==> config.mk <==
export PLATFORM = sky130hd
export DESIGN_NAME = rotated_pixel_address_unit
export DESIGN_NICKNAME = d
export VERILOG_FILES = /design/src/sv/rpa_pkg.sv /design/src/sv/rotated_pixel_address_unit.sv
export SDC_FILE = /design/constraint.sdc
export NUM_CORES = 2
export LEC_CHECK = 0
export BUFFER_PORTS_ARGS = -buffer_cell sky130_fd_sc_hd__buf_4
export CORE_AREA = 4 4 353 355
export CTS_CLUSTER_DIAMETER = 200
export DETAILED_ROUTE_END_ITERATION = 10
export DIE_AREA = 0 0 357 359
export HOLD_SLACK_MARGIN = 0.02
export PLACE_DENSITY = 0.72
export SLEW_MARGIN = 5
export SYNTH_ARGS = -nofsm -noshare
export SYNTH_HDL_FRONTEND = slang
export SYNTH_SLANG_ARGS = --single-unit
==> constraint.sdc <==
create_clock -name clk -period 7.98 [get_ports clk]
set_clock_uncertainty 0.2 [all_clocks]
set_input_delay 0.798 -clock clk [delete_from_list [all_inputs] [get_ports clk]]
set_output_delay 0.798 -clock clk [all_outputs]
set_load 0.05 [all_outputs]
==> src/sv/rpa_pkg.sv <==
package rpa_pkg;

  // block constants
  localparam int MAX_SIDE  = 1024;
  localparam int FRAC_BITS = 14;

  // field widths
  localparam int COORD_W = 10;
  localparam int PIXEL_W = 32;
  localparam int ADDR_W  = 20;
  localparam int TRIG_W  = 16;
  localparam int SIDE_W  = 11;
  localparam int DATA_W  = 16;
  localparam int INDEX_W = 3;

  // register indexes
  localparam logic [INDEX_W-1:0] REG_COSINE        = 3'd0;
  localparam logic [INDEX_W-1:0] REG_SINE          = 3'd1;
  localparam logic [INDEX_W-1:0] REG_IMAGE_WIDTH   = 3'd2;
  localparam logic [INDEX_W-1:0] REG_IMAGE_HEIGHT  = 3'd3;
  localparam logic [INDEX_W-1:0] REG_WINDOW_WIDTH  = 3'd4;
  localparam logic [INDEX_W-1:0] REG_WINDOW_HEIGHT = 3'd5;

  // reset values
  localparam logic signed [TRIG_W-1:0] COSINE_RESET = 16'sd16384;
  localparam logic signed [TRIG_W-1:0] SINE_RESET   = 16'sd0;
  localparam logic [SIDE_W-1:0]        SIDE_RESET   = 11'd1024;

  typedef struct packed {
    logic [COORD_W-1:0] src_x;
    logic [COORD_W-1:0] src_y;
    logic [PIXEL_W-1:0] src_pixel;
  } in_item_t;

  typedef struct packed {
    logic [ADDR_W-1:0]  write_address;
    logic [PIXEL_W-1:0] dest_pixel;
    logic               write_enable;
  } out_item_t;

  // clamp a size register to the largest supported side
  function automatic logic [SIDE_W-1:0] sat_side(input logic [SIDE_W-1:0] v);
    logic [SIDE_W-1:0] lim;
    lim = SIDE_W'(MAX_SIDE);
    return (v > lim) ? lim : v;
  endfunction

endpackage

==> src/sv/rotated_pixel_address_unit.sv <==
// Rotated pixel address unit: maps a source pixel position to a frame buffer
// address after rotation about the image center.
// Input: a pixel transaction (column, row, color word) is taken at a clock
// edge with start high and busy low. busy is low except during reset, so a
// new transaction can be issued every clock.
// Output: each transaction gives one result on the result port, marked by
// done for exactly one cycle. done is driven from the last of six register
// stages (offsets, four products, sums, truncation, row multiply and add,
// final add and bounds compare). Throughput is one pixel per clock, set by
// the fully pipelined datapath.
// The receiver cannot stall; results are never held or repeated.
// Configuration: cfg_we, cfg_index and cfg_data write one register per edge,
// only while no pixels are in flight; the user must ensure this, the block
// doesn't. Centering offset and window area update the cycle after a write.
// Reset (rst, synchronous) empties the pipeline and restores cosine 1.0,
// sine 0 and all sizes to 1024.
module rotated_pixel_address_unit
  import rpa_pkg::*;
(
  input  logic                clk,
  input  logic                rst,
  input  logic                start,
  output logic                busy,
  input  in_item_t            item,
  output logic                done,
  output out_item_t           result,
  input  logic                cfg_we,
  input  logic [INDEX_W-1:0]  cfg_index,
  input  logic [DATA_W-1:0]   cfg_data
);

  localparam int D_W   = SIDE_W + 2;
  localparam int P_W   = TRIG_W + D_W;
  localparam int N_W   = P_W + 2;
  localparam int SH    = FRAC_BITS + 1;
  localparam int T_W   = N_W - SH;
  localparam int M_W   = T_W + SIDE_W + 1;
  localparam int A_W   = M_W + 2;
  localparam int OFF_W = 2 * SIDE_W;

  // configuration registers
  logic signed [TRIG_W-1:0] cosine;
  logic signed [TRIG_W-1:0] sine;
  logic [SIDE_W-1:0] image_width;
  logic [SIDE_W-1:0] image_height;
  logic [SIDE_W-1:0] window_width;
  logic [SIDE_W-1:0] window_height;

  logic [SIDE_W-1:0] iw_s, ih_s, ww_s, wh_s;
  logic [SIDE_W-1:0] half_dw, half_dh;

  // derived from configuration
  logic [OFF_W-1:0] offset;
  logic [OFF_W-1:0] area;
  logic             oversize;

  // pipeline registers
  logic v1, v2, v3, v4, v5, v6;
  logic signed [D_W-1:0] dx2, dy2;
  logic [PIXEL_W-1:0] pix1, pix2, pix3, pix4, pix5;
  logic signed [P_W-1:0] cx, sy, sx, cy;
  logic signed [N_W-1:0] nx, ny;
  logic signed [N_W-1:0] nx_adj, ny_adj;
  logic signed [T_W-1:0] tx, ty;
  logic signed [M_W-1:0] row_base;
  logic signed [A_W-1:0] col_part;
  logic signed [A_W-1:0] addr;
  logic                  en;
  out_item_t             result_next;

  assign busy = rst;
  assign done = v6;

  always_ff @(posedge clk) begin
    if (rst) begin
      cosine        <= COSINE_RESET;
      sine          <= SINE_RESET;
      image_width   <= SIDE_RESET;
      image_height  <= SIDE_RESET;
      window_width  <= SIDE_RESET;
      window_height <= SIDE_RESET;
    end else if (cfg_we) begin
      case (cfg_index)
        REG_COSINE:        cosine        <= $signed(cfg_data[TRIG_W-1:0]);
        REG_SINE:          sine          <= $signed(cfg_data[TRIG_W-1:0]);
        REG_IMAGE_WIDTH:   image_width   <= cfg_data[SIDE_W-1:0];
        REG_IMAGE_HEIGHT:  image_height  <= cfg_data[SIDE_W-1:0];
        REG_WINDOW_WIDTH:  window_width  <= cfg_data[SIDE_W-1:0];
        REG_WINDOW_HEIGHT: window_height <= cfg_data[SIDE_W-1:0];
        default: ;
      endcase
    end
  end

  always_comb begin
    iw_s    = sat_side(image_width);
    ih_s    = sat_side(image_height);
    ww_s    = sat_side(window_width);
    wh_s    = sat_side(window_height);
    // only meaningful when the image fits; otherwise writes are masked
    half_dw = (ww_s - iw_s) >> 1;
    half_dh = (wh_s - ih_s) >> 1;
  end

  always_ff @(posedge clk) begin
    offset   <= OFF_W'(half_dh) * OFF_W'(ww_s) + OFF_W'(half_dw);
    area     <= OFF_W'(ww_s) * OFF_W'(wh_s);
    oversize <= (iw_s > ww_s) || (ih_s > wh_s);
  end

  // valid bits
  always_ff @(posedge clk) begin
    if (rst) begin
      v1 <= 1'b0;
      v2 <= 1'b0;
      v3 <= 1'b0;
      v4 <= 1'b0;
      v5 <= 1'b0;
      v6 <= 1'b0;
    end else begin
      v1 <= start && !busy;
      v2 <= v1;
      v3 <= v2;
      v4 <= v3;
      v5 <= v4;
      v6 <= v5;
    end
  end

  // round toward zero: bias negative sums before the arithmetic shift
  always_comb begin
    nx_adj = nx + (nx[N_W-1] ? N_W'((1 << SH) - 1) : '0);
    ny_adj = ny + (ny[N_W-1] ? N_W'((1 << SH) - 1) : '0);
  end

  always_ff @(posedge clk) begin
    // stage 1: doubled offsets from center
    dx2  <= $signed({2'b00, item.src_x, 1'b0}) - $signed({2'b00, iw_s});
    dy2  <= $signed({2'b00, item.src_y, 1'b0}) - $signed({2'b00, ih_s});
    pix1 <= item.src_pixel;
    // stage 2: rotation products
    cx   <= P_W'(cosine) * P_W'(dx2);
    sy   <= P_W'(sine) * P_W'(dy2);
    sx   <= P_W'(sine) * P_W'(dx2);
    cy   <= P_W'(cosine) * P_W'(dy2);
    pix2 <= pix1;
    // stage 3: sums with the center added back
    nx   <= N_W'(cx) - N_W'(sy) + N_W'($signed({1'b0, iw_s, {FRAC_BITS{1'b0}}}));
    ny   <= N_W'(sx) + N_W'(cy) + N_W'($signed({1'b0, ih_s, {FRAC_BITS{1'b0}}}));
    pix3 <= pix2;
    // stage 4: truncated coordinates
    tx   <= nx_adj[N_W-1 -: T_W];
    ty   <= ny_adj[N_W-1 -: T_W];
    pix4 <= pix3;
    // stage 5: row base and column part
    row_base <= M_W'(ty) * M_W'($signed({1'b0, ww_s}));
    col_part <= A_W'(tx) + A_W'($signed({1'b0, offset}));
    pix5     <= pix4;
    // stage 6: result
    result   <= result_next;
  end

  always_comb begin
    addr = A_W'(row_base) + col_part;
    en   = !oversize && !addr[A_W-1] &&
           (addr < $signed({{(A_W - OFF_W){1'b0}}, area}));
    result_next.write_address = en ? addr[ADDR_W-1:0] : '0;
    result_next.dest_pixel    = pix5;
    result_next.write_enable  = en;
  end

endmodule

Word level (Yosys, flattened, before mapping)
Index checks and enable logic that the tools add are counted.
{ "classes": {"muxes": 6, "n_eq_ne": 5, "n_addsub": 13, "n_reduce_logical": 14, "magnitude_cmp": 7, "multipliers": 7} }
{ "op_table": {"columns": ["cell", "count"], "rows": [
  ["multiplier 16 x 12 -> 28 bit", 5],
  ["adder 30 x 26 -> 31 bit", 2],
  ["adder 31 x 15 -> 31 bit", 2],
  ["greater-than comparator 11 bit, second input constant", 4],
  ["2-to-1 mux 11 bit", 4],
  ["2-to-1 mux 15 bit", 2],
  ["adder 28 x 24 -> 29 bit", 1],
  ["adder 28 x 28 -> 29 bit", 1],
  ["less-than comparator 29 x 23 -> 1 bit", 1],
  ["subtractor 28 x 28 -> 29 bit", 1],
  ["adder 16 x 23 -> 24 bit", 1],
  ["subtractor 11 x 11 -> 12 bit", 2],
  ["adder 21 x 10 -> 22 bit", 1],
  ["greater-than comparator 11 bit", 2],
  ["multiplier 11 x 11 -> 22 bit", 1],
  ["subtractor 11 bit", 2],
  ["multiplier 10 x 11 -> 21 bit", 1],
  ["AND reduction 2 bit", 6],
  ["equality test 3 x 2 -> 1 bit, second input constant", 2],
  ["equality test 3 bit, second input constant", 2],
  ["equality test 3 x 1 -> 1 bit, second input constant", 1],
  ["logical AND 1 bit", 3],
  ["zero test 1 bit", 3],
  ["zero test 3 bit", 1],
  ["logical OR 1 bit", 1]
]} }
{ "word_totals": {"wordCells": 87, "register_bits": 622} }

Logic depth before layout (Yosys ltp)
{ "depth": {"depth_word": 5, "mapped_depth": 34} }

Worst setup path before layout
OpenSTA, ideal clock, no wires.
{ "synth_path": {"path_type": "register to register", "startpoint": "register window_height[10]", "endpoint": "register offset[20]", "setup_ns": 0.123, "slack_ns": 0.000, "required_ns": 7.657, "t_arrival_ns": 7.657, "period_less_slack_ns": 7.980, "path_stages_with_launch": 33, "n_path_buf": 1, "path_cell_list": "dfxtp_1 clkbuf_1 nand2b_1 clkinv_1 ha_1 a21o_1 a21oi_1 o21ai_0 a21oi_1 o21bai_1 a21oi_1 o21bai_1 a21oi_1 xor2_1 inv_2 nand2_1 fa_1 fa_1 inv_1 fa_1 fa_1 inv_1 fa_1 inv_1 ha_1 or3_1 o211a_1 nor2_1 a221oi_1 and4_1 a2111oi_0 a21oi_1 xor2_1"} }
{ "synth_between": {"elab_chain_cells": 5} }
{ "synth_lines": {"columns": ["item", "line_no", "rtl"], "rows": [
  ["start: declaration", "rotated_pixel_address_unit.sv:47", "logic [SIDE_W-1:0] window_height;"],
  ["start signal: assignment", "rotated_pixel_address_unit.sv:89", "REG_WINDOW_HEIGHT: window_height <= cfg_data[SIDE_W-1:0];"],
  ["greater-than comparator 11 bit", "rpa_pkg.sv:45", "return (v > lim) ? lim : v;"],
  ["2-to-1 mux 11 bit (*)", "rpa_pkg.sv:45", null],
  ["subtractor 11 bit (*)", "rotated_pixel_address_unit.sv:102", "half_dh = (wh_s - ih_s) >> 1;"],
  ["multiplier 10 x 11 -> 21 bit (*)", "rotated_pixel_address_unit.sv:106", "offset <= OFF_W'(half_dh) * OFF_W'(ww_s) + OFF_W'(half_dw);"],
  ["adder 21 x 10 -> 22 bit (*)", "rotated_pixel_address_unit.sv:106", null],
  ["end signal: assignment", "rotated_pixel_address_unit.sv:106", null],
  ["end: declaration", "rotated_pixel_address_unit.sv:53", "logic [OFF_W-1:0] offset;"]
]} }
Every way passes the cells marked *; elsewhere a longest branch is shown, timed or not.
A chain may end at the register's enable or synchronous reset.

Final worst setup path
{ "layout_path": {"startpoint": "register window_height[10]", "endpoint": "register offset[21]"} }
The elaborated chain is that of the path after synthesis.

==> load_flow_metrics.sql <==
INSERT INTO impl_metrics (metric_group, metric, value, unit) VALUES
('power_and_ir_drop', 'clock_power_share', '0.227', ''),
('floorplanning', 'start_util', '0.5283', ''),
('synth', 'yosys_reg_bits', '622', ''),
('setup_path', 'critical_path.max_stage_delay', '0.55', 'ns'),
('cells_and_area', 'most_used_cells_in_the_layout_excluding_fill_and_tap_cells', 'inv_1 (1318), fa_1 (1044), nand2_1 (946)', ''),
('clock_tree', 'cts-root-to-sink-buffers', '3', ''),
('cells_and_area', 'area_delta_synth_final', '9.331', '%'),
('power_and_ir_drop', 'power.net_switching', '6.378', 'mW'),
('sta', 'number_of_hold_slack_violations_in_the_final_timing_report', '0', ''),
('setup_path', 'worstSetupStartpoint', 'window_height[10]', ''),
('route', 'route.met3.wl', '11740', 'um'),
('floorplanning', 'die_h', '359', 'um'),
('grt', 'grt_pass1_vias', '49069', ''),
('route', 'post_drt_via_cell_ratio', '5.312', ''),
('setup_path', 'reg2reg_slack', '0.39', 'ns'),
('sta', 'measured_slew_at_the_worst_slew_check_pin', '1.136', 'ns'),
('clock_tree', 'cts.clk_slew.worst_paths', '0.06', 'ns'),
('grt', 'antenna_found_initial', '4', ''),
('sta', 'hold-worst-slack', '0.1188', 'ns'),
('route', 'drt.antenna.violating_nets', '0', ''),
('worst_hold_path', 'hp-class', 'flop to flop', ''),
('grt', 'grt_start_max_net_pins', '84', ''),
('route', 'vias', '46216', ''),
('synth', 'post_synth_main_area_contributors', 'fa_1 (33%), dfxtp_1 (19%), ha_1 (12%), inv_1 (7.7%), nand2_1 (5.5%)', ''),
('setup_path', 'worst-r2r-cell-count', '32', ''),
('clock_tree', 'tritoncts.num_buffers', '71', ''),
('sta', 'period_share', '0.9510', ''),
('setup_path', 'crit_end', 'offset[21]', ''),
('sta', 'final_period_minus_worst_setup_slack', '7.589', 'ns'),
('placement', 'placement.cell_area', '67160', 'um2'),
('sta', 'setup-tns-final', '0', 'ns'),
('setup_path', 'crit_path_start_kind', 'flop', ''),
('floorplanning', 'fp-row-count', '128', ''),
('setup_path', 'critPathRequiredTime', '8.36', 'ns'),
('cells_and_area', 'nets', '8772', ''),
('synth', 'synth-warning-count', '0', ''),
('synth', 'yosysTopAreaCell', 'fa_1', ''),
('synth', 'synth-edff-count', '0', ''),
('synth', 'synthCells', '6900', ''),
('placement', 'io_buffer_count', '129', ''),
('flow_run', 'maxCapViolations', '0', ''),
('floorplanning', 'width_of_the_chip', '357', 'um'),
('setup_path', 'crit_type', 'flop to flop', ''),
('route', 'wl_met2', '73480', 'um'),
('status', 'outcome', 'finished clean', ''),
('clock_tree', 'cts_root_buffer', 'clkbuf_16', ''),
('setup_path', 'cp-end-kind', 'flop', ''),
('placement', 'globalplace.congestion', '0.9137', ''),
('synth', 'netlist_area', '64130', 'um2'),
('floorplanning', 'core_area', '121400', 'um2'),
('placement', 'place.detailed.hpwl', '128800', 'um'),
('setup_path', 'largest_fanout_on_the_critical_path', '7', ''),
('power_and_ir_drop', 'share_seq_of_total_power', '0.286', ''),
('clock_tree', 'clock_sink_count', '622', ''),
('power_and_ir_drop', 'comb_power_share', '0.487', ''),
('route', 'drt_iter0_drc', '2825', ''),
('grt', 'residual_overflow_from_global_routing', '0', ''),
('clock_tree', 'htree_depth', '3', ''),
('route', 'route.detailed.drc', '0', ''),
('route', 'wire_length_the_detailed_router_placed_on_met1', '66440', 'um'),
('synth', 'synth.net_count', '8658', ''),
('clock_tree', 'clk-insertion-delay-late', '0.65', 'ns'),
('power_and_ir_drop', 'cellLeakagePower', '33.55', 'nW'),
('setup_path', 'worst_ep_arrival_time', '7.97', 'ns'),
('grt', 'grt_pass1_wl', '260000', 'um'),
('setup_path', 'r2r-end', 'offset[21]', ''),
('synth', 'yosys.cell_types.count', '79', ''),
('route', 'drt-wirelength-per-cell', '18.24', 'um'),
('cells_and_area', 'layout-drive-gt1-share', '0.05926', ''),
('power_and_ir_drop', 'sw_frac_of_total', '0.4171', ''),
('power_and_ir_drop', 'power_density', '218.1', 'nW/um2');
[worst min path at each step]
stage / slack, ns / from / depth (start not counted) / endpoint
2_1_floorplan: 0.11 / pix1[0] / 0 / pix2[0]
3_3_place_gp: 0.11 / pix1[29] / 0 / pix2[29]
3_5_place_dp: 0.11 / pix1[10] / 0 / pix2[10]
4_1_cts: 0.12 / pix1[13] / 0 / pix2[13]
5_1_grt: 0.13 / pix1[10] / 0 / pix2[10]
6_report: 0.12 / pix1[13] / 0 / pix2[13]
[metrics by stage]
step	setup WS, ns	cells	util
3_3_place_gp	0.2186	8533	0.5532
2_1_floorplan	0.08806	6900	-
4_1_cts	0.1306	8695	0.5769
3_5_place_dp	0.1823	8533	0.5532
6_report	0.3911	8701	0.5776
5_1_grt	-0.07990	8696	0.5775
[Yosys cell counts (8+ instances only)]
master and number:
fa_1 1044, o21ai_1 21, o31ai_1 11, nor2_1 227, nand4_1 17, or3_1 20
nand3_1 53, and3_1 48, clkbuf_1 236, a21boi_1 8, xor2_1 85, o21ai_0 86
o211ai_1 10, or2_2 13, dfxtp_1 622, nor3_1 45, a21o_1 111, xnor2_1 261
a21boi_0 9, nand2_1 947, and2_1 377, a211oi_1 8, o21bai_1 35, inv_1 1318
nand2b_1 96, ha_1 639, a31oi_1 24, o21a_1 54, a21oi_1 286, nor2b_1 57
o31a_1 9
[per-layer routing]
metal	up-vias	GRT usage
li1	21387	-
met1	23064	0.3413
met2	1466	0.4146
met3	299	0.04393
met4	0	0.1034
met5	-	0
[what timing repair did]
item | in CTS | in global routing
endpoints found under the setup margin | 0 | 4
endpoints found under the hold margin | 32 | 0
setup buffers | 0 | 1
resized for setup | 0 | 17
hold buffers | 32 | 0
[power groups by stage]
stage | Combinational (mW) | Sequential [mW] | Clock (mW)
after floorplan | 5.56 | 4.09 | 0
after global placement | 7.19 | 4.40 | 0
after detailed placement | 7.38 | 4.42 | 0
after CTS | 7.45 | 4.35 | 3.56
after global routing | 8.38 | 4.43 | 3.69
final | 7.45 | 4.37 | 3.47
[worst max-delay path: cells and delay by family, from the launching register on]
family | cells | cell delay (ns)
buffers and inverters | 5 | 0.29
and+or+nand+nor | 6 | 1.27
adders and majority gates | 7 | 2.97
xor gates and xnor gates | 2 | 0.36
DFF | 1 | 0.38
AOI/OAI and AO/OA | 12 | 2.07
[state kept, by name (all words and copies together) (netlist names), 24 cells and up]
register / cells
cy: 28
pix4: 32
nx: 31
row_base: 28
ny: 31
sx: 28
pix1: 32
sy: 28
cx: 28
result: 53
pix3: 32
col_part: 24
pix5: 32
pix2: 32
[cells by family (layout without fill, tap and decap cells)]
family	Yosys count	count (layout)	synth area share
other	0	5	0
AO/OA/AOI/OAI	753	753	0.07470
XOR/XNOR	346	346	0.04725
AND/OR/NAND/NOR	1929	1929	0.1413
adder cells (fa/ha/maj)	1683	1683	0.4505
buffers and inverters	1565	1736	0.09177
flip-flops	622	622	0.1942
multiplexers	2	2	0.0003122
[cell type report]
class / instances / area [um2] / area share
clock buffer: 96 / 2021 / 0.02882
inverter: 1322 / 4962 / 0.07077
multi-input combinational: 4713 / 45880 / 0.6543
timing repair buffer: 284 / 2225 / 0.03173
antenna: 5 / 12.51 / 0.0001784
clock inverter: 34 / 529.3 / 0.007548
sequential: 622 / 12460 / 0.1776
tap: 1625 / 2033 / 0.02900
Note: power is estimated with default switching activity, not from simulation.
